## src/hw/rtl/asm_pkg.sv

```systemverilog
// Package for the allocation statistics monitor: widths, opcodes, structs
// and the small helper functions shared by the RTL files. No dependencies.
`timescale 1ns / 1ps

package asm_pkg;

  localparam int unsigned BYTE_W       = 48;
  localparam int unsigned CNT_W        = 32;
  localparam int unsigned OP_W         = 3;
  localparam int unsigned REG_W        = 2;
  localparam int unsigned BIN_W        = 4;
  localparam int unsigned BIN_COUNT    = 10;
  localparam int unsigned REGION_COUNT = 3;
  localparam int unsigned HIST_DEPTH   = REGION_COUNT * BIN_COUNT;
  localparam int unsigned HIST_AW      = $clog2(HIST_DEPTH);
  localparam int unsigned LIMIT_W      = 11;

  typedef enum logic [OP_W-1:0] {
    OP_ALLOC      = 3'd0,
    OP_FREE       = 3'd1,
    OP_RESIZE     = 3'd2,
    OP_ENTER      = 3'd3,
    OP_EXIT       = 3'd4,
    OP_PEAK_RESET = 3'd5,
    OP_READ_BIN   = 3'd6,
    OP_NOP        = 3'd7
  } opcode_e;

  localparam logic [REG_W-1:0] REGION_SEQ   = 2'd0;
  localparam logic [REG_W-1:0] REGION_PAR   = 2'd1;
  localparam logic [REG_W-1:0] REGION_TRANS = 2'd2;

  typedef logic [LIMIT_W-1:0] limit_t;

  // Lower bound of every histogram bin above the first one.
  localparam limit_t BIN_LIMIT [BIN_COUNT-1] = '{
    11'd17, 11'd33, 11'd49, 11'd65, 11'd97, 11'd129, 11'd257, 11'd513, 11'd1025
  };

  typedef struct packed {
    logic [BYTE_W-1:0] cur;
    logic [BYTE_W-1:0] peak;
    logic [BYTE_W-1:0] total;
    logic [CNT_W-1:0]  live;
    logic [CNT_W-1:0]  live_peak;
    logic [CNT_W-1:0]  alloc_seq;
    logic [CNT_W-1:0]  alloc_par;
    logic [CNT_W-1:0]  alloc_trans;
    logic [CNT_W-1:0]  free_seq;
    logic [CNT_W-1:0]  free_par;
    logic [CNT_W-1:0]  free_trans;
    logic [BYTE_W-1:0] region_bytes;
    logic [REG_W-1:0]  region_now;
  } snap_t;

  typedef struct packed {
    logic               en;
    logic [HIST_AW-1:0] addr;
  } hist_access_t;

  typedef struct packed {
    logic [BYTE_W-1:0] current_bytes;
    logic [BYTE_W-1:0] peak_bytes;
    logic [BYTE_W-1:0] total_bytes;
    logic [CNT_W-1:0]  live_count;
    logic [CNT_W-1:0]  live_peak;
    logic [CNT_W-1:0]  seq_par_allocs;
    logic [CNT_W-1:0]  seq_par_frees;
    logic [CNT_W-1:0]  trans_allocs;
    logic [CNT_W-1:0]  trans_frees;
    logic [CNT_W-1:0]  bin_count;
    logic [BYTE_W-1:0] region_bytes;
    logic [REG_W-1:0]  region_now;
  } out_t;

  function automatic logic [BYTE_W-1:0] sat_add48(input logic [BYTE_W-1:0] a,
                                                  input logic [BYTE_W-1:0] b);
    logic [BYTE_W:0] s;
    s = {1'b0, a} + {1'b0, b};
    return s[BYTE_W] ? {BYTE_W{1'b1}} : s[BYTE_W-1:0];
  endfunction

  function automatic logic [CNT_W-1:0] sat_add32(input logic [CNT_W-1:0] a,
                                                 input logic [CNT_W-1:0] b);
    logic [CNT_W:0] s;
    s = {1'b0, a} + {1'b0, b};
    return s[CNT_W] ? {CNT_W{1'b1}} : s[CNT_W-1:0];
  endfunction

  function automatic logic [CNT_W-1:0] sat_inc32(input logic [CNT_W-1:0] a);
    return (a == {CNT_W{1'b1}}) ? a : a + CNT_W'(1);
  endfunction

  // The fourth region code is taken as transactional.
  function automatic logic [REG_W-1:0] map_region(input logic [REG_W-1:0] r);
    return (r == 2'd3) ? REGION_TRANS : r;
  endfunction

  function automatic logic [BIN_W-1:0] size_bin(input logic [BYTE_W-1:0] size);
    logic [BIN_W-1:0] b;
    b = '0;
    for (int i = 0; i < BIN_COUNT - 1; i++) begin
      if (size >= BYTE_W'(BIN_LIMIT[i])) begin
        b = BIN_W'(i + 1);
      end
    end
    return b;
  endfunction

  function automatic logic [HIST_AW-1:0] hist_addr(input logic [REG_W-1:0] region,
                                                   input logic [BIN_W-1:0] bin);
    return HIST_AW'(region) * HIST_AW'(BIN_COUNT) + HIST_AW'(bin);
  endfunction

endpackage

```

## src/hw/rtl/asm_evt_if.sv

```systemverilog
// Event channel of the allocation statistics monitor: valid/ready and the
// event fields. Depends on asm_pkg.
`timescale 1ns / 1ps

interface asm_evt_if import asm_pkg::*; ();
  logic              valid;
  logic              ready;
  logic [OP_W-1:0]   opcode;
  logic [BYTE_W-1:0] new_size;
  logic [BYTE_W-1:0] old_size;
  logic [REG_W-1:0]  region_select;
  logic [BIN_W-1:0]  bin_select;

  modport source (output valid, opcode, new_size, old_size, region_select, bin_select,
                  input ready);
  modport sink (input valid, opcode, new_size, old_size, region_select, bin_select,
                output ready);
endinterface

```

## src/hw/rtl/asm_snap_if.sv

```systemverilog
// Snapshot channel of the allocation statistics monitor: valid/ready and the
// counter snapshot fields. Depends on asm_pkg.
`timescale 1ns / 1ps

interface asm_snap_if import asm_pkg::*; ();
  logic              valid;
  logic              ready;
  logic [BYTE_W-1:0] current_bytes;
  logic [BYTE_W-1:0] peak_bytes;
  logic [BYTE_W-1:0] total_bytes;
  logic [CNT_W-1:0]  live_count;
  logic [CNT_W-1:0]  live_peak;
  logic [CNT_W-1:0]  seq_par_allocs;
  logic [CNT_W-1:0]  seq_par_frees;
  logic [CNT_W-1:0]  trans_allocs;
  logic [CNT_W-1:0]  trans_frees;
  logic [CNT_W-1:0]  bin_count;
  logic [BYTE_W-1:0] region_bytes;
  logic [REG_W-1:0]  region_now;

  modport source (output valid, current_bytes, peak_bytes, total_bytes, live_count,
                  live_peak, seq_par_allocs, seq_par_frees, trans_allocs, trans_frees,
                  bin_count, region_bytes, region_now,
                  input ready);
  modport sink (input valid, current_bytes, peak_bytes, total_bytes, live_count,
                live_peak, seq_par_allocs, seq_par_frees, trans_allocs, trans_frees,
                bin_count, region_bytes, region_now,
                output ready);
endinterface

```

## src/hw/rtl/asm_ram.sv

```systemverilog
// Generic single-write, single-read synchronous RAM with a registered read.
// No dependencies.
`timescale 1ns / 1ps

module asm_ram #(
  parameter int unsigned WIDTH = 32,
  parameter int unsigned DEPTH = 32,
  localparam int unsigned AW = $clog2(DEPTH)
) (
  input  logic             clk_i,
  input  logic             we_i,
  input  logic [AW-1:0]    waddr_i,
  input  logic [WIDTH-1:0] wdata_i,
  input  logic             re_i,
  input  logic [AW-1:0]    raddr_i,
  output logic [WIDTH-1:0] rdata_o
);

  logic [WIDTH-1:0] mem_q [DEPTH];
  logic [WIDTH-1:0] rdata_q;

  always_ff @(posedge clk_i) begin
    if (we_i) begin
      mem_q[waddr_i] <= wdata_i;
    end
    if (re_i) begin
      rdata_q <= mem_q[raddr_i];
    end
  end

  assign rdata_o = rdata_q;

endmodule

```

## src/hw/rtl/asm_hist.sv

```systemverilog
// Size histogram of the monitor: a RAM of saturating counters with valid bits,
// read-modify-write with one-deep forwarding. Depends on asm_pkg and asm_ram.
`timescale 1ns / 1ps

module asm_hist import asm_pkg::*; (
  input  logic             clk_i,
  input  logic             rst_ni,
  input  hist_access_t     lookup_i,
  input  hist_access_t     update_i,
  output logic [CNT_W-1:0] count_o
);

  logic [HIST_DEPTH-1:0] vld_q;
  logic                  hit_q;
  logic                  seen_q;
  logic [CNT_W-1:0]      fwd_q;
  logic [CNT_W-1:0]      rdata;
  logic [CNT_W-1:0]      wdata;

  asm_ram #(
    .WIDTH(CNT_W),
    .DEPTH(HIST_DEPTH)
  ) u_ram (
    .clk_i  (clk_i),
    .we_i   (update_i.en),
    .waddr_i(update_i.addr),
    .wdata_i(wdata),
    .re_i   (lookup_i.en),
    .raddr_i(lookup_i.addr),
    .rdata_o(rdata)
  );

  // A lookup issued in the same cycle as a write to that entry reads stale
  // data, so the written value is captured alongside it and used instead.
  always_ff @(posedge clk_i or negedge rst_ni) begin
    if (!rst_ni) begin
      vld_q  <= '0;
      hit_q  <= 1'b0;
      seen_q <= 1'b0;
    end else begin
      if (update_i.en) begin
        vld_q[update_i.addr] <= 1'b1;
      end
      if (lookup_i.en) begin
        hit_q  <= update_i.en && (update_i.addr == lookup_i.addr);
        seen_q <= vld_q[lookup_i.addr];
      end
    end
  end

  always_ff @(posedge clk_i) begin
    if (lookup_i.en) begin
      fwd_q <= wdata;
    end
  end

  assign count_o = hit_q ? fwd_q : (seen_q ? rdata : '0);
  assign wdata   = sat_inc32(count_o);

endmodule

```

## src/hw/rtl/asm_stats.sv

```systemverilog
// Scalar and per-region counters of the monitor and the region stack.
// Produces the post-event snapshot of every counter. Depends on asm_pkg.
`timescale 1ns / 1ps

module asm_stats import asm_pkg::*; (
  input  logic              clk_i,
  input  logic              rst_ni,
  input  logic              ev_en_i,
  input  logic [OP_W-1:0]   opcode_i,
  input  logic [BYTE_W-1:0] new_size_i,
  input  logic [BYTE_W-1:0] old_size_i,
  input  logic [REG_W-1:0]  region_select_i,
  output logic [REG_W-1:0]  active_o,
  output snap_t             snap_o
);

  logic [BYTE_W-1:0] cur_q, cur_d, cur_f;
  logic [BYTE_W-1:0] peak_q, peak_d;
  logic [BYTE_W-1:0] total_q, total_d;
  logic [CNT_W-1:0]  live_q, live_d, live_f;
  logic [CNT_W-1:0]  lpeak_q, lpeak_d;
  logic [CNT_W-1:0]  alloc_q [REGION_COUNT];
  logic [CNT_W-1:0]  alloc_d [REGION_COUNT];
  logic [CNT_W-1:0]  free_q [REGION_COUNT];
  logic [CNT_W-1:0]  free_d [REGION_COUNT];
  logic [BYTE_W-1:0] bytes_q [REGION_COUNT];
  logic [BYTE_W-1:0] bytes_d [REGION_COUNT];
  logic [REG_W-1:0]  active_q, active_d;
  logic [REG_W-1:0]  saved_q, saved_d;
  opcode_e           op;
  logic              is_free;
  logic              is_alloc;

  assign op       = opcode_e'(opcode_i);
  assign is_free  = (op == OP_FREE) || (op == OP_RESIZE);
  assign is_alloc = ((op == OP_ALLOC) || (op == OP_RESIZE)) && (new_size_i != '0);

  // A resize is a free followed by an alloc, so the alloc works on the
  // values that the free leaves.
  always_comb begin
    cur_f  = is_free ? ((old_size_i > cur_q) ? '0 : cur_q - old_size_i) : cur_q;
    live_f = (is_free && (live_q != '0)) ? live_q - CNT_W'(1) : live_q;
    cur_d   = is_alloc ? sat_add48(cur_f, new_size_i) : cur_f;
    total_d = is_alloc ? sat_add48(total_q, new_size_i) : total_q;
    live_d  = is_alloc ? sat_inc32(live_f) : live_f;
    lpeak_d = (is_alloc && (live_d > lpeak_q)) ? live_d : lpeak_q;
    if (op == OP_PEAK_RESET) begin
      peak_d = cur_q;
    end else if (is_alloc && (cur_d > peak_q)) begin
      peak_d = cur_d;
    end else begin
      peak_d = peak_q;
    end
    for (int r = 0; r < REGION_COUNT; r++) begin
      alloc_d[r] = (is_alloc && (active_q == REG_W'(r))) ? sat_inc32(alloc_q[r]) : alloc_q[r];
      free_d[r]  = (is_free && (active_q == REG_W'(r))) ? sat_inc32(free_q[r]) : free_q[r];
      bytes_d[r] = (is_alloc && (active_q == REG_W'(r))) ?
                   sat_add48(bytes_q[r], new_size_i) : bytes_q[r];
    end
  end

  always_comb begin
    active_d = active_q;
    saved_d  = saved_q;
    case (op)
      OP_ENTER: begin
        saved_d  = active_q;
        active_d = map_region(region_select_i);
      end
      OP_EXIT: begin
        active_d = saved_q;
      end
      default: begin
        active_d = active_q;
      end
    endcase
  end

  always_ff @(posedge clk_i or negedge rst_ni) begin
    if (!rst_ni) begin
      cur_q    <= '0;
      peak_q   <= '0;
      total_q  <= '0;
      live_q   <= '0;
      lpeak_q  <= '0;
      active_q <= REGION_SEQ;
      saved_q  <= REGION_SEQ;
      for (int r = 0; r < REGION_COUNT; r++) begin
        alloc_q[r] <= '0;
        free_q[r]  <= '0;
        bytes_q[r] <= '0;
      end
    end else if (ev_en_i) begin
      cur_q    <= cur_d;
      peak_q   <= peak_d;
      total_q  <= total_d;
      live_q   <= live_d;
      lpeak_q  <= lpeak_d;
      active_q <= active_d;
      saved_q  <= saved_d;
      for (int r = 0; r < REGION_COUNT; r++) begin
        alloc_q[r] <= alloc_d[r];
        free_q[r]  <= free_d[r];
        bytes_q[r] <= bytes_d[r];
      end
    end
  end

  assign active_o = active_q;

  always_comb begin
    snap_o.cur          = cur_d;
    snap_o.peak         = peak_d;
    snap_o.total        = total_d;
    snap_o.live         = live_d;
    snap_o.live_peak    = lpeak_d;
    snap_o.alloc_seq    = alloc_d[REGION_SEQ];
    snap_o.alloc_par    = alloc_d[REGION_PAR];
    snap_o.alloc_trans  = alloc_d[REGION_TRANS];
    snap_o.free_seq     = free_d[REGION_SEQ];
    snap_o.free_par     = free_d[REGION_PAR];
    snap_o.free_trans   = free_d[REGION_TRANS];
    snap_o.region_bytes = (op == OP_READ_BIN) ? bytes_q[map_region(region_select_i)] : '0;
    snap_o.region_now   = active_d;
  end

endmodule

```

## src/hw/rtl/allocation_statistics_monitor_top.sv

```systemverilog
// Allocation statistics monitor, top level: event channel in, snapshot out.
// Depends on asm_pkg, asm_evt_if, asm_snap_if, asm_stats and asm_hist.
`timescale 1ns / 1ps

// The monitor takes one allocation event per clock cycle unless the output
// stalls, and returns one snapshot transaction per event, in order, through
// the s1 stage and output registers. The scalar and per-region counters
// update in the cycle of acceptance; the size histogram lives in a RAM with a
// registered read, so its read-modify-write reads in the acceptance cycle and
// writes back as the event leaves s1, with forwarding between back-to-back
// updates of the same bin. Histogram bins are tracked by valid bits cleared at
// reset, so the block is ready immediately after reset with no clearing pass.

module allocation_statistics_monitor_top import asm_pkg::*; (
  input logic         clk_i,
  input logic         rst_ni,
  asm_evt_if.sink     evt_i,
  asm_snap_if.source  snap_o
);

  logic             in_acc;
  logic             s1_adv;
  logic             s1_vld_q;
  snap_t            s1_snap_q;
  logic             s1_inc_q;
  logic             s1_rd_q;
  logic [HIST_AW-1:0] s1_addr_q;
  logic             out_vld_q;
  out_t             out_q;
  snap_t            snap;
  logic [REG_W-1:0] active;
  opcode_e          op;
  logic             lk_inc;
  logic             lk_rd;
  logic [HIST_AW-1:0] lk_addr;
  hist_access_t     lookup;
  hist_access_t     update;
  logic [CNT_W-1:0] hist_count;

  assign op     = opcode_e'(evt_i.opcode);
  assign s1_adv = s1_vld_q && (!out_vld_q || snap_o.ready);
  assign evt_i.ready = !s1_vld_q || s1_adv;
  assign in_acc = evt_i.valid && evt_i.ready;

  asm_stats u_stats (
    .clk_i          (clk_i),
    .rst_ni         (rst_ni),
    .ev_en_i        (in_acc),
    .opcode_i       (evt_i.opcode),
    .new_size_i     (evt_i.new_size),
    .old_size_i     (evt_i.old_size),
    .region_select_i(evt_i.region_select),
    .active_o       (active),
    .snap_o         (snap)
  );

  // Allocations bump the bin of the region active before the event; a bin
  // read outside the ten bins needs no lookup and returns zero.
  always_comb begin
    lk_inc = ((op == OP_ALLOC) || (op == OP_RESIZE)) && (evt_i.new_size != '0);
    lk_rd  = (op == OP_READ_BIN) && (evt_i.bin_select < BIN_W'(BIN_COUNT));
    if (lk_inc) begin
      lk_addr = hist_addr(active, size_bin(evt_i.new_size));
    end else begin
      lk_addr = hist_addr(map_region(evt_i.region_select), evt_i.bin_select);
    end
    lookup.en   = in_acc && (lk_inc || lk_rd);
    lookup.addr = lk_addr;
    update.en   = s1_adv && s1_inc_q;
    update.addr = s1_addr_q;
  end

  asm_hist u_hist (
    .clk_i   (clk_i),
    .rst_ni  (rst_ni),
    .lookup_i(lookup),
    .update_i(update),
    .count_o (hist_count)
  );

  always_ff @(posedge clk_i or negedge rst_ni) begin
    if (!rst_ni) begin
      s1_vld_q  <= 1'b0;
      out_vld_q <= 1'b0;
    end else begin
      if (in_acc) begin
        s1_vld_q <= 1'b1;
      end else if (s1_adv) begin
        s1_vld_q <= 1'b0;
      end
      if (s1_adv) begin
        out_vld_q <= 1'b1;
      end else if (snap_o.ready) begin
        out_vld_q <= 1'b0;
      end
    end
  end

  always_ff @(posedge clk_i) begin
    if (in_acc) begin
      s1_snap_q <= snap;
      s1_inc_q  <= lk_inc;
      s1_rd_q   <= lk_rd;
      s1_addr_q <= lk_addr;
    end
    if (s1_adv) begin
      out_q.current_bytes  <= s1_snap_q.cur;
      out_q.peak_bytes     <= s1_snap_q.peak;
      out_q.total_bytes    <= s1_snap_q.total;
      out_q.live_count     <= s1_snap_q.live;
      out_q.live_peak      <= s1_snap_q.live_peak;
      out_q.seq_par_allocs <= sat_add32(s1_snap_q.alloc_seq, s1_snap_q.alloc_par);
      out_q.seq_par_frees  <= sat_add32(s1_snap_q.free_seq, s1_snap_q.free_par);
      out_q.trans_allocs   <= s1_snap_q.alloc_trans;
      out_q.trans_frees    <= s1_snap_q.free_trans;
      out_q.bin_count      <= s1_rd_q ? hist_count : '0;
      out_q.region_bytes   <= s1_snap_q.region_bytes;
      out_q.region_now     <= s1_snap_q.region_now;
    end
  end

  assign snap_o.valid          = out_vld_q;
  assign snap_o.current_bytes  = out_q.current_bytes;
  assign snap_o.peak_bytes     = out_q.peak_bytes;
  assign snap_o.total_bytes    = out_q.total_bytes;
  assign snap_o.live_count     = out_q.live_count;
  assign snap_o.live_peak      = out_q.live_peak;
  assign snap_o.seq_par_allocs = out_q.seq_par_allocs;
  assign snap_o.seq_par_frees  = out_q.seq_par_frees;
  assign snap_o.trans_allocs   = out_q.trans_allocs;
  assign snap_o.trans_frees    = out_q.trans_frees;
  assign snap_o.bin_count      = out_q.bin_count;
  assign snap_o.region_bytes   = out_q.region_bytes;
  assign snap_o.region_now     = out_q.region_now;

endmodule

```

## src/flat_wrapper.sv

```systemverilog
// flat-port wrapper written by rule: the top's interface ports become plain ports
module allocation_statistics_monitor_top_flat import asm_pkg::*;
  (clk_i, rst_ni, evt_i_valid, evt_i_opcode, evt_i_new_size, evt_i_old_size, evt_i_region_select, evt_i_bin_select, evt_i_ready, snap_o_valid, snap_o_current_bytes, snap_o_peak_bytes, snap_o_total_bytes, snap_o_live_count, snap_o_live_peak, snap_o_seq_par_allocs, snap_o_seq_par_frees, snap_o_trans_allocs, snap_o_trans_frees, snap_o_bin_count, snap_o_region_bytes, snap_o_region_now, snap_o_ready);
  asm_evt_if evt_i_i ();
  asm_snap_if snap_o_i ();
  input logic clk_i;
  input logic rst_ni;
  input wire logic [$bits(evt_i_i.valid)-1:0] evt_i_valid;
  input wire logic [$bits(evt_i_i.opcode)-1:0] evt_i_opcode;
  input wire logic [$bits(evt_i_i.new_size)-1:0] evt_i_new_size;
  input wire logic [$bits(evt_i_i.old_size)-1:0] evt_i_old_size;
  input wire logic [$bits(evt_i_i.region_select)-1:0] evt_i_region_select;
  input wire logic [$bits(evt_i_i.bin_select)-1:0] evt_i_bin_select;
  output wire logic [$bits(evt_i_i.ready)-1:0] evt_i_ready;
  output wire logic [$bits(snap_o_i.valid)-1:0] snap_o_valid;
  output wire logic [$bits(snap_o_i.current_bytes)-1:0] snap_o_current_bytes;
  output wire logic [$bits(snap_o_i.peak_bytes)-1:0] snap_o_peak_bytes;
  output wire logic [$bits(snap_o_i.total_bytes)-1:0] snap_o_total_bytes;
  output wire logic [$bits(snap_o_i.live_count)-1:0] snap_o_live_count;
  output wire logic [$bits(snap_o_i.live_peak)-1:0] snap_o_live_peak;
  output wire logic [$bits(snap_o_i.seq_par_allocs)-1:0] snap_o_seq_par_allocs;
  output wire logic [$bits(snap_o_i.seq_par_frees)-1:0] snap_o_seq_par_frees;
  output wire logic [$bits(snap_o_i.trans_allocs)-1:0] snap_o_trans_allocs;
  output wire logic [$bits(snap_o_i.trans_frees)-1:0] snap_o_trans_frees;
  output wire logic [$bits(snap_o_i.bin_count)-1:0] snap_o_bin_count;
  output wire logic [$bits(snap_o_i.region_bytes)-1:0] snap_o_region_bytes;
  output wire logic [$bits(snap_o_i.region_now)-1:0] snap_o_region_now;
  input wire logic [$bits(snap_o_i.ready)-1:0] snap_o_ready;
  assign evt_i_i.valid = evt_i_valid;
  assign evt_i_i.opcode = evt_i_opcode;
  assign evt_i_i.new_size = evt_i_new_size;
  assign evt_i_i.old_size = evt_i_old_size;
  assign evt_i_i.region_select = evt_i_region_select;
  assign evt_i_i.bin_select = evt_i_bin_select;
  assign evt_i_ready = evt_i_i.ready;
  assign snap_o_valid = snap_o_i.valid;
  assign snap_o_current_bytes = snap_o_i.current_bytes;
  assign snap_o_peak_bytes = snap_o_i.peak_bytes;
  assign snap_o_total_bytes = snap_o_i.total_bytes;
  assign snap_o_live_count = snap_o_i.live_count;
  assign snap_o_live_peak = snap_o_i.live_peak;
  assign snap_o_seq_par_allocs = snap_o_i.seq_par_allocs;
  assign snap_o_seq_par_frees = snap_o_i.seq_par_frees;
  assign snap_o_trans_allocs = snap_o_i.trans_allocs;
  assign snap_o_trans_frees = snap_o_i.trans_frees;
  assign snap_o_bin_count = snap_o_i.bin_count;
  assign snap_o_region_bytes = snap_o_i.region_bytes;
  assign snap_o_region_now = snap_o_i.region_now;
  assign snap_o_i.ready = snap_o_ready;
  allocation_statistics_monitor_top u_core (.clk_i(clk_i), .rst_ni(rst_ni), .evt_i(evt_i_i), .snap_o(snap_o_i));
endmodule
```

## config.mk

```make
export PLATFORM = sky130hd
export DESIGN_NAME = allocation_statistics_monitor_top_flat
export DESIGN_NICKNAME = d
export VERILOG_FILES = /design/src/hw/rtl/asm_pkg.sv /design/src/hw/rtl/asm_evt_if.sv /design/src/hw/rtl/asm_snap_if.sv /design/src/hw/rtl/asm_ram.sv /design/src/hw/rtl/asm_hist.sv /design/src/hw/rtl/asm_stats.sv /design/src/hw/rtl/allocation_statistics_monitor_top.sv /design/src/flat_wrapper.sv
export SDC_FILE = /design/constraint.sdc
export NUM_CORES = 2
export LEC_CHECK = 0
export BUFFER_PORTS_ARGS = -buffer_cell sky130_fd_sc_hd__buf_4
export CAP_MARGIN = 20
export CORE_AREA = 3 3 471 473
export DETAILED_ROUTE_END_ITERATION = 12
export DIE_AREA = 0 0 474 476
export PLACE_DENSITY = 0.78
export SLEW_MARGIN = 0
export SYNTH_ARGS = -nofsm -noshare
export SYNTH_HDL_FRONTEND = slang
export SYNTH_HIERARCHICAL = 1
export SYNTH_SLANG_ARGS = --single-unit
```

## constraint.sdc

```tcl
create_clock -name clk_i -period 16.8 [get_ports clk_i]
set_input_delay 1.68 -clock clk_i [delete_from_list [all_inputs] [get_ports clk_i]]
set_output_delay 1.68 -clock clk_i [all_outputs]
set_load 0.02 [all_outputs]
```

Yosys cells after proc, flatten, opt, wreduce, memory -nomap -nowiden
Memories as Yosys holds them, arrays and structs flattened. A register that Yosys moved wholly into a read port is not among the register bits.
Cells that the tools add are included.
{"block": "word_totals", "register_bits": 1489, "ramBits": 960, "inputBits": 109, "out_inout_bits": 420, "elab_cells": 199, "n_memories": 1}
{"name": "u_core.u_hist.u_ram.mem_q", "words": 30, "word_bits": 32, "rd": 1, "rd_ports_with_merged_regs": 1, "wr": 1, "line": "asm_ram.sv:19", "text": "logic [WIDTH-1:0] mem_q [DEPTH];"}
{"block": "op_classes", "add_sub_neg": 19, "multipliers": 2, "magnitude_cmp": 17, "eq_ne": 18, "muxes": 56, "n_bitwise": 2, "reduce_logical": 34}
{"operator": "48-bit 2-to-1 mux", "count": 13}
{"operator": "32-bit 2-to-1 mux", "count": 19}
{"operator": "32-bit by 1-bit adder with 32-bit output, second input constant", "count": 8}
{"operator": "32-bit equality test, second input constant", "count": 8}
{"operator": "48-bit by 48-bit adder with 49-bit output", "count": 5}
{"operator": "48-bit binary-select mux with 2-bit select", "count": 1}
{"operator": "48-bit by 6-bit greater-or-equal comparator with 1-bit output, second input constant", "count": 2}
{"operator": "48-bit by 7-bit greater-or-equal comparator with 1-bit output, second input constant", "count": 2}
{"operator": "48-bit > comparator", "count": 2}
{"operator": "32-bit by 32-bit adder with 33-bit output", "count": 2}
{"operator": "48-bit by 10-bit greater-or-equal comparator with 1-bit output, second input constant", "count": 1}
{"operator": "48-bit by 11-bit greater-or-equal comparator with 1-bit output, second input constant", "count": 1}
{"operator": "48-bit by 5-bit greater-or-equal comparator with 1-bit output, second input constant", "count": 1}
{"operator": "48-bit by 8-bit greater-or-equal comparator with 1-bit output, second input constant", "count": 1}
{"operator": "48-bit by 9-bit greater-or-equal comparator with 1-bit output, second input constant", "count": 1}
{"operator": "48-bit nonzero test", "count": 1}
{"operator": "48-bit subtractor", "count": 1}
{"operator": "32-bit > comparator", "count": 1}
{"operator": "32-bit nonzero test", "count": 1}
{"operator": "32-bit by 1-bit subtractor with 32-bit output, second input constant", "count": 1}
{"operator": "30-bit OR", "count": 1}
{"operator": "1-bit logical AND", "count": 17}
{"operator": "5-bit by 6-bit less-than comparator with 1-bit output, second input constant", "count": 2}
{"operator": "3-bit 2-to-1 mux", "count": 4}
{"operator": "other kinds (25)", "count": 52}

Depth between registers and ports, before layout
{"block": "depth", "depth_word": 15, "ltp_mapped": 46, "depth_no_buf": 42}

Modules after synthesis
Netlist, hierarchy kept.
{"module": "asm_stats", "instances": 1, "cells_each": 5614, "area_each_um2": 47027.6, "seq_area_each_um2": 13713.2}
{"module": "asm_ram", "instances": 1, "cells_each": 1828, "area_each_um2": 38310.5, "seq_area_each_um2": 29788.6}
{"module": "allocation_statistics_monitor_top", "instances": 1, "cells_each": 1514, "area_each_um2": 30673.2, "seq_area_each_um2": 26325.2}
{"module": "asm_hist", "instances": 1, "cells_each": 373, "area_each_um2": 3751.1, "seq_area_each_um2": 1761.7}

Worst setup path before layout
No wires, ideal clock.
{"block": "synth_timing", "path_type": "input-to-reg", "start": "input snap_o_ready", "end": "register u_core/u_stats/bytes_q[102] (netlist name)", "setup_time_ps": 121, "t_arrival_ps": 15459, "required_ps": 16679, "setup_slack_ps": 1220, "path_stages": 9, "path_buffers": 2, "path_cell_list": "nand3b_1 > and2_1 > nand3_1 > a2111oi_0 > o21ai_0 > o31a_1 > clkbuf_1 > buf_1 > o22a_1"}
{"block": "synth_between", "elab_chain_len": 5}
{"item": "start, declared", "line": "flat_wrapper.sv:28", "text": "input wire logic [$bits(snap_o_i.ready)-1:0] snap_o_ready;"}
{"item": "1-bit logical OR", "line": "allocation_statistics_monitor_top.sv:41", "text": "assign s1_adv = s1_vld_q && (!out_vld_q || snap_o.ready);"}
{"item": "1-bit logical AND", "line": "allocation_statistics_monitor_top.sv:41"}
{"item": "1-bit logical OR", "line": "allocation_statistics_monitor_top.sv:42", "text": "assign evt_i.ready = !s1_vld_q || s1_adv;"}
{"item": "1-bit logical AND", "line": "allocation_statistics_monitor_top.sv:43", "text": "assign in_acc = evt_i.valid && evt_i.ready;"}
{"item": "named net u_core.in_acc", "line": "allocation_statistics_monitor_top.sv:21", "text": "logic in_acc;"}
{"item": "2-bit AND reduction (no line)"}
{"item": "end signal, assigned by index", "line": "asm_stats.sv:104", "text": "bytes_q[r] <= bytes_d[r];"}
{"item": "end, declared", "line": "asm_stats.sv:26", "text": "logic [BYTE_W-1:0] bytes_q [REGION_COUNT];"}
The timed path passes the listed nets, and every way through them passes these cells.
A chain may end at the register's enable or synchronous reset.

==> results.toml <==
[die]
die_h_um = 476
die_area_um2 = 226000
die_w_um = 474
core.rowCount = 171
start_util_pct = 55.1
fp.coreArea_um2 = 217000
ios = 529

[clock_tree]
ctsResizeCount = 0
htree_levels = 5
cts_tree = "done"
clk_latency_ns = 0.93
cts_root_buf = "clkbuf_16"
cts.sinks = 2481
post_cts_buffers = 0
cts_buffers = 278
clkTransAtPathRegs_ns = 0.06
cts_max_path_buffers = 4
cts_hold_buf = 0

[drt]
vias = 82600
wl_mm = 339
wl_per_cell_um = 26.2
vias_per_cell = 6.38
postRouteAntennaNets = 0
drc = 0
drtPass1Iterations = 8
drtIter0Drc = 10100

[sta]
rsz0062_at_grt = "false"
setup_ws_ns = 4.63
max_freq_mhz = 82.2
tns_ns = 0
fin_crit_sh_pct = 72.4
finalMaxSlewViolations = 0
setup_viol = 0
hold_slack_ns = 0.379
min_period_ns = 12.17
hold_violations = 0
finClkSkew_ns = 0.0564
tightest_slew_ns = 1.32
slew_headroom_pct = 12.3

[power_and_ir_drop]
ir_drop_mv = 0.135
powerDensity_nw_per_um2 = 158
p_leak_uw = 0.0533

[grt]
grt_max_degree = 190
grt_pass1_wl_mm = 499
gr-total-overflow = 0
grt_usage_pct = 29.3
grt_pass1_vias = 79600
antenna_found_initial = 24

[critical_path]
crit_top_cell = "a21oi_1"
slowest_delay_ns = 0.67
required_ns = 17.44
crit_arrival_ns = 12.81
critPathSlowestCell = "o21a_2"
reg2reg_slack_ns = 5.04
end_kind = "register"
crit_type = "input pin to register"
setup.worst_path.start_class = "input pin"
worstPathMaxFanout = 48

[logic_synthesis]
synthArstFlopShare_pct = 23.5
seq_area_frac_synth_pct = 59.8
ys_seq_elements = 2481
avgSynthCellArea_um2 = 12.8
yosys_warnings = 6
synth_area_um2 = 120000
synth_flop_cell = "edfxtp_1"
netlist_instances = 9329
synth_cell_types = 118
synth_edf_count = 1899
synthesis.nets = 9894

[outcome]
status = "complete, no violations"

[layout]
num-nets-final = 10400
drive_gt1_share_pct = 14.1
n_fill_cell = 15900
area_growth_pct = 13.3

[placed_design]
io_buffers = 528
dp.final_hpwl_mm = 223
dp_slack_ns = 2.98
gp_congestion = 0.962

[hold_path]
worstHoldPathType = "register to register"

[flow_run]
maxCapViolations = 0
path summary, 6_finish.rpt:
| kind | from | end | cells after the start |
|---|---|---|---|
| hold / removal | u_core/s1_snap_q[298]$_DFFE_PP_ | u_core/snap_o.live_count[24]$_DFFE_PP_ | 0 |
| setup reg to reg | u_core/u_stats/cur_q[0]$_DFFE_PN0P_ | u_core/s1_snap_q[363]$_DFFE_PP_ | 44 |
| setup / recovery | evt_i_old_size[0] | u_core/s1_snap_q[363]$_DFFE_PP_ | 44 |
| min in group asynchronous | rst_ni | u_core/u_stats/free_q[81]$_DFFE_PN0P_ | 1 |
| max in group asynchronous | rst_ni | u_core/u_stats/lpeak_q[29]$_DFFE_PN0P_ | 4 |
| hold reg to reg | u_core/s1_snap_q[298]$_DFFE_PP_ | u_core/snap_o.live_count[24]$_DFFE_PP_ | 0 |
state kept, by name (all words and copies together), names as in the netlist, 48 cells and up:
name,cells
u_core/u_stats/alloc_q,96
u_core/u_stats/free_q,96
u_core/u_hist/u_ram/mem_q,960
u_core/snap_o.total_bytes,48
u_core/snap_o.peak_bytes,48
u_core/u_stats/cur_q,48
u_core/u_stats/peak_q,48
u_core/snap_o.current_bytes,48
u_core/u_stats/bytes_q,144
u_core/u_stats/total_q,48
u_core/s1_snap_q,450
u_core/snap_o.region_bytes,48
cell usage after synthesis (all sizes together) (52+ instances only):
cell type  instances  area share [%]
a211oi            52            0.33
and2              91            0.48
o21a              80            0.50
a22o              52            0.38
inv              273            0.86
dfrtp            582              12
o22ai             76            0.40
ha               446             4.7
o22a             121            0.88
a31oi             59            0.32
o21ai            298             1.3
and3             101            0.53
nand4            141            0.74
mux2i            269             2.2
nand3            278             1.2
nand2b            92            0.48
a21o             267             1.7
mux2             139             1.3
nor2b             74            0.39
a21oi            568             2.4
nand2            596             1.9
clkbuf           282            0.93
edfxtp          1899              48
mux4             139             2.8
xnor2            476             3.5
nor3             121            0.52
a22oi             99            0.62
o21bai            59            0.37
xor2             258             1.9
buf              114            0.73
nor2             674             2.1
worst max-delay path, delay by kind of cell:
kind / cells / cell delay, ns
AOI/OAI and AO/OA: 28 / 7.23
adders and majority gates: 5 / 1.35
buffers and inverters: 8 / 2.00
and+or+nand+nor: 3 / 0.42
layer usage:
metal / wire length, um / global-route usage, %
met5: 57 / 0
met4: 19800 / 15.1
met3: 32900 / 5.40
met2: 156000 / 46.3
met1: 130000 / 39.1
through the flow:
step	instance area (um2)	util, %	cells	power [uW]
after floorplan	120000	-	9329	13300
after global placement	127000	58.3	12400	15200
after detailed placement	127000	58.3	12400	15400
after CTS	136000	62.4	12900	21300
after global routing	136000	62.4	12900	22500
final	136000	62.4	12900	21400
power by group:
part           leakage (uW)  internal, uW  switching, uW
sequential           0.0251          7750            675
clock               0.00430          3510           2420
combinational        0.0240          2810           4260
total                0.0533         14100           7360
cell usage in the layout (no fill, tap or decap), drive strengths merged, types with 24 or more instances in the layout:
cell type | netlist | routed
inv | 273 | 282
and3 | 101 | 101
and4 | 24 | 24
xnor2 | 476 | 476
buf | 114 | 662
o22a | 121 | 121
o22ai | 76 | 76
clkbuf | 282 | 348
nor2b | 74 | 74
a22o | 52 | 52
dfrtp | 582 | 582
o21ai | 298 | 298
a22oi | 99 | 99
nand2b | 92 | 92
a211oi | 52 | 52
o31ai | 50 | 50
a221o | 30 | 30
nor3 | 121 | 121
nand3 | 278 | 278
xor2 | 258 | 258
o21bai | 59 | 59
mux2i | 269 | 269
nor4 | 39 | 39
o211ai | 50 | 50
and2 | 91 | 91
a21oi | 568 | 568
mux2 | 139 | 139
a21o | 267 | 267
nor2 | 674 | 674
nand4 | 141 | 141
nand3b | 27 | 27
o21a | 80 | 80
or3 | 38 | 38
mux4 | 139 | 139
a31oi | 59 | 59
bufinv | 0 | 24
clkinv | 1 | 87
nand2 | 596 | 596
edfxtp | 1899 | 1899
ha | 446 | 446
layout make-up:
cell class	instances	area, um2	area share (%)
clock inverter	128	1320	0.971
multi-input combinational	6178	45600	33.6
clock buffer	347	7440	5.48
timing repair buffer	663	5150	3.79
inverter	274	1030	0.758
sequential	2481	71600	52.7
antenna	14	35.0	0.0258
tap	2854	3570	2.63
cell families (layout without fill, tap and decap cells):
| group | Yosys count | after routing | share of synthesized area (%) |
|---|---|---|---|
| fa+ha+maj | 456 | 456 | 4.83 |
| mux | 547 | 547 | 6.37 |
| simple gates | 2390 | 2390 | 9.70 |
| compound gates | 2051 | 2051 | 11.4 |
| flops | 2481 | 2481 | 59.8 |
| other cells | 0 | 14 | 0 |
| buf+inv | 670 | 1412 | 2.51 |
| xor+xnor | 734 | 734 | 5.37 |
Note: power is estimated with default switching activity, not from simulation.
